$ cat config.mk
export PLATFORM = sky130hd
export DESIGN_NAME = pc_front
export DESIGN_NICKNAME = d
export VERILOG_FILES = /design/src/design/pc_pkg.sv /design/src/design/pc_front.sv
export SDC_FILE = /design/constraint.sdc
export NUM_CORES = 1
export LEC_CHECK = 0
export ABC_AREA = 1
export BUFFER_PORTS_ARGS = -buffer_cell sky130_fd_sc_hd__clkbuf_2
export CORE_ASPECT_RATIO = 1.5
export CORE_MARGIN = 2
export CORE_UTILIZATION = 64
export CTS_BUF_LIST = sky130_fd_sc_hd__clkbuf_4
export DETAILED_ROUTE_END_ITERATION = 7
export PLACE_DENSITY_LB_ADDON = 0.3
export SLEW_MARGIN = 10
export SYNTH_ARGS = -nofsm -noshare
export SYNTH_HDL_FRONTEND = slang
export SYNTH_SLANG_ARGS = --single-unit
$ cat constraint.sdc
create_clock -name i_clk -period 6.89 [get_ports i_clk]
set_input_delay 0.3445 -clock i_clk [delete_from_list [all_inputs] [get_ports i_clk]]
set_output_delay 0.3445 -clock i_clk [all_outputs]
set_load 0.01 [all_outputs]
$ cat src/design/pc_pkg.sv
`timescale 1ns / 1ps
package pc_pkg;
    localparam int X_W         = 24;            // sample field width
    localparam int CNT_W       = 11;
    localparam int MAX_SAMPLES = 1024;
    localparam int SX_W        = 34;            // sum of samples
    localparam int SQ_W        = 58;            // sum of products
    localparam int PR_W        = 2 * X_W;       // one sample product
    localparam int MAG_W       = 68;            // magnitudes in the final math
    localparam int PROD_W      = 2 * MAG_W;
    localparam int COEF_W      = 16;
    localparam int STAT_W      = 2;

    localparam logic [STAT_W-1:0] ST_OK   = 2'd0;
    localparam logic [STAT_W-1:0] ST_FEW  = 2'd1;
    localparam logic [STAT_W-1:0] ST_OVER = 2'd2;

    typedef struct packed {
        logic signed [X_W-1:0] x;
        logic signed [X_W-1:0] y;
        logic                  last;
    } t_pair;

    typedef struct packed {
        logic [CNT_W-1:0]       cnt;
        logic signed [SX_W-1:0] sx;
        logic signed [SX_W-1:0] sy;
        logic [SQ_W-1:0]        sxx;
        logic [SQ_W-1:0]        syy;
        logic signed [SQ_W-1:0] sxy;
        logic                   ovf;
    } t_sums;

    typedef struct packed {
        logic [COEF_W-1:0] coef;
        logic [STAT_W-1:0] status;
    } t_result;
endpackage

$ cat src/design/pc_front.sv
`timescale 1ns / 1ps
module pc_front import pc_pkg::*; (
    input  logic             i_clk,
    input  logic             i_rst_n,
    input  logic             i_tvalid,
    output logic             o_tready,
    input  logic [2*X_W-1:0] i_tdata,
    input  logic             i_tlast,
    output logic             o_pair_valid,
    output t_pair            o_pair,
    input  logic             i_pair_ready
);
    // 4-deep queue of received pairs
    t_pair      r_mem [4];
    logic [1:0] r_wp, r_rp;
    logic [2:0] r_cnt;
    logic       push, pop;

    assign o_tready     = (r_cnt != 3'd4);
    assign o_pair_valid = (r_cnt != 3'd0);
    assign o_pair       = r_mem[r_rp];
    assign push         = i_tvalid & o_tready;
    assign pop          = o_pair_valid & i_pair_ready;

    always_ff @(posedge i_clk) begin
        if (push) begin
            r_mem[r_wp] <= '{x: i_tdata[X_W-1:0], y: i_tdata[2*X_W-1:X_W], last: i_tlast};
        end
    end

    always_ff @(posedge i_clk) begin
        if (!i_rst_n) begin
            r_wp  <= '0;
            r_rp  <= '0;
            r_cnt <= '0;
        end else begin
            if (push) r_wp <= r_wp + 2'd1;
            if (pop)  r_rp <= r_rp + 2'd1;
            r_cnt <= r_cnt + {2'd0, push} - {2'd0, pop};
        end
    end
endmodule

==> results summary <==
The clock tree from TritonCTS is yes. The area of the mapped netlist is 0.007736 mm^2. The portion of total power attributed to sequential cells came out at 50.8%.

In this run the critical register-to-register path is captured at r_mem[2][38]. By area the synthesized netlist is led by edfxtp_1 76%, o21ai_0 6.1%, nor2_1 5.3%. The setup slack at placement is 4.372 ns. The net count of the finished layout is 771. The yosys synthesis warning count is 0. The core region area is 0.01189 mm^2. The most common cell in the synthesized netlist is edfxtp_1. The vertical extent of the die came out at 138.7 um. The flip-flop and latch area came out at 0.006071 mm^2. The worst clock skew is 0.02524 ns.

The count of TritonRoute iterations in the first routing pass is 4. The post-route minimum period came out at 3.125 ns. The wire length of the first global-routing pass came out at 25.03 mm.

Entering global routing, the biggest net connects 100 pins. Routability-driven placement finished with a final weighted congestion of 0.7362. The peak fanout along the critical path is 99.

The critical path goes through inv_6 > o21ai_0 > o22ai_1 > clkbuf_2. The critical path contains buffers and inverters numbering 2 combined. Sorting the synthesized cells by how often they occur yields 196 x edfxtp_1, 110 x nor2_1, 94 x o21ai_0. The slew of the pin with the lowest slew margin came out at 0.9925 ns.

Among all flip-flop cells after synthesis, the most frequent one is edfxtp_1. The die covers 0.01300 mm^2. The portion of total power attributed to combinational logic came out at 22.0%. In this run, the number of DRC markers left after iteration 0 of detailed routing was 267. The number of clock buffers inserted by TritonCTS is 45. The type of element capturing the critical path is an output port.

The net count of the mapped netlist came out at 599. Post-CTS repair changed the size of 0 cells. The critical path's slowest cell is dfxtp_4. The share of synthesized flip-flops with an asynchronous set or reset came out at 0%. In this run the biggest area consumer among cell types represents 76.08% of the synthesized area.

The effective utilization at floorplan came out at 65.04%. Setup violations remaining at the end of the flow were counted as 0. The switching share of total power is 30.95%.

No sink is reached through more buffers than the 3 on the longest clock path. The footprint of the multi-input gates came out at 0.001439 mm^2. Summing the sequential cell areas from Yosys gives 78.41% of the chip area. The total number of clock tree sinks is 205. The worst hold path begins at i_rst_n.

Counting every instance in the synthesized netlist gives 539. The chip width is 93.77 um. Data on the critical path is required at its endpoint by 6.55 ns. The largest total area in the synthesized netlist belongs to edfxtp_1. The stage delay of the slowest cell on the critical path is 0.98 ns.

The clock latency at the later pin of the worst-skew pair came out at 0.58 ns. The register bit total from synthesis is 205. The number of antenna violations at the first check in global routing came out at 0. The count of pins over their slew limit came out at 0. The classification of the worst setup path is reg2out.

Setup repair after global routing left no endpoint under its margin. The remaining max-slew budget at the tightest pin is 33.83%. The summed negative setup slack over all endpoints is 0 ns. The startpoint of the most critical register-to-register path is r_cnt[1]. The number of port buffers came out at 103.

After clock tree synthesis, the clock-pin slew on the worst setup and hold paths is 0.07 ns. The detail route stage leaves a number of antenna-violating nets equal to 0. The average cell area after synthesis came out at 14.35 um^2.

The overall fraction of global-route tracks in use came out at 24.85%. The power per standard cell area came out at 340.2 mW/mm^2. The switching power is 0.9853 mW.

The routed wirelength normalized by instance count is 17.63 um. The least setup slack across all paths after layout is 3.765 ns. The total number of placement rows came out at 49.

The clock network fraction of total power is 27.3%. The final critical path takes up 45.35% of the cycle. The area growth from synthesis to layout came out at 20.94%.

The final routed wirelength across all metal layers came out at 15.85 mm. The worst hold path belongs to the class in2reg. The total overflow left after global routing is 0. The worst hold path passes through 3 cells. The fraction of final layout cells with drive strength greater than 1 is 24.80%. The detail-routed via count per cell came out at 5.602. The routed layout has 5,036 vias. Once layout is complete, the utilization of the core stands at 78.67%. The tool flagged a number of max-cap violations equal to 0. The flow ran to the end, and the final reports show no timing, DRC or antenna violations. The layout filler cell count is 716. The number of antenna diodes in the final layout is 0. The number of enable flip-flop cells after synthesis is 196. The maximum vdd drop is 0.2252 mV.

The cell-internal power is 2.198 mW. The startpoint type of the worst setup path is a register. The maximum achievable frequency is 320.0 MHz. The detailed-route DRC error count came out at 0. The number of unique standard cell types used by synthesis is 21.

The I/O pin total is 104. The data arrival time of the critical path is 2.78 ns. The static leakage is 3.441 nW.

The detailed placer's ending HPWL came out at 8.503 mm. The destination of the worst hold path is r_cnt[1]. The via count of the first global-routing pass came to 5,158.

The cell family contributing the most delay on the critical path is flip-flops. For flop-to-flop paths, the worst setup slack is 4.35 ns. The buffer cell driving the clock tree root is clkbuf_4. The count of cells along the worst register-to-register path is 5. The final-report hold violation count is 0. The H-tree was split into 2 levels.
==> cell type report <==
| class | count | area share (%) |
|---|---|---|
| clock buffer | 64 | 5.135 |
| clock inverter | 18 | 0.7890 |
| inverter | 16 | 0.6954 |
| multi-input combinational | 287 | 15.38 |
| sequential | 205 | 64.88 |
| tap | 153 | 2.046 |
| timing repair buffer | 156 | 11.07 |
==> worst reg2reg max path: stages (launching register included) <==
cell and delay, ns:
dfxtp_1 0.41, nor2_1 0.10, nand2_1 0.17, nand2_1 0.29, nor2_4 0.69, buf_4 0.51
==> worst max path at each step <==
stage	cells after the start	to	slack (ns)
after floorplan	4	r_mem[0][0]	3.57
after global placement	5	r_mem[2][20]	4.49
after detailed placement	5	r_mem[2][37]	4.37
after CTS	4	o_pair[25]	3.80
after global routing	4	o_pair[25]	3.58
final	4	o_pair[5]	3.77
==> layer usage <==
layer | global-route usage [%] | part of all wire, % | wire (um) | vias to the layer above
met5 | 0 | 0 | 0 | -
met4 | 10.60 | 2.7 | 425 | 0
met3 | 4.783 | 6.8 | 1071 | 34
met2 | 42.14 | 52 | 8249 | 218
met1 | 31.19 | 39 | 6103 | 2398
li1 | - | - | - | 2386
==> cell families after synthesis <==
logic type	count (synthesis)	share of synthesized area (%)
AO/OA/AOI/OAI	154	10.82
adder cells (fa/ha/maj)	7	1.229
buffers and inverters	47	3.380
flip-flops	205	78.41
AND/OR/NAND/NOR	126	6.162
==> sequential cells by signal, indices dropped and copies added, names as in the netlist, named ones only <==
register and cells:
r_rp 2, r_wp 2, r_cnt 3, r_mem 196
==> layout by cell type (no fill, tap or decap), drive strengths merged, types with 6 or more instances in the layout <==
| cell type | synthesis | routed |
|---|---|---|
| dfxtp | 9 | 9 |
| edfxtp | 196 | 196 |
| nand2 | 13 | 13 |
| o22ai | 49 | 49 |
| ha | 6 | 6 |
| dlygate4sd3 | 0 | 49 |
| clkinv | 0 | 17 |
| o21ai | 99 | 99 |
| clkbuf | 11 | 167 |
| nor2 | 110 | 110 |
| inv | 16 | 17 |
==> power groups by stage <==
stage                     Clock [mW]  Sequential, mW  Combinational [mW]
after global routing           0.952            1.63               0.771
final                          0.868            1.62               0.699
after global placement             0            1.63               0.647
after floorplan                    0            1.58               0.476
after detailed placement           0            1.64               0.674
after CTS                      0.887            1.62               0.697
==> metrics by stage <==
stage	hold slack, ns	total power, mW	area (um^2)	cells
after floorplan	0.4421	2.056	7736	539
after global placement	0.4642	2.280	8312	768
after detailed placement	0.5062	2.317	8312	768
after CTS	0.008454	3.200	9356	899
after global routing	0.03877	3.355	9356	899
final	0.06494	3.184	9356	899
==> repair_timing <==
action | 4_1_cts | 5_1_grt
endpoints found under the hold margin | 193 | 0
setup endpoints to repair | 0 | 0
hold buffers | 49 | 0
setup buffers | 0 | 0
Power figures use the tool's default switching activity.
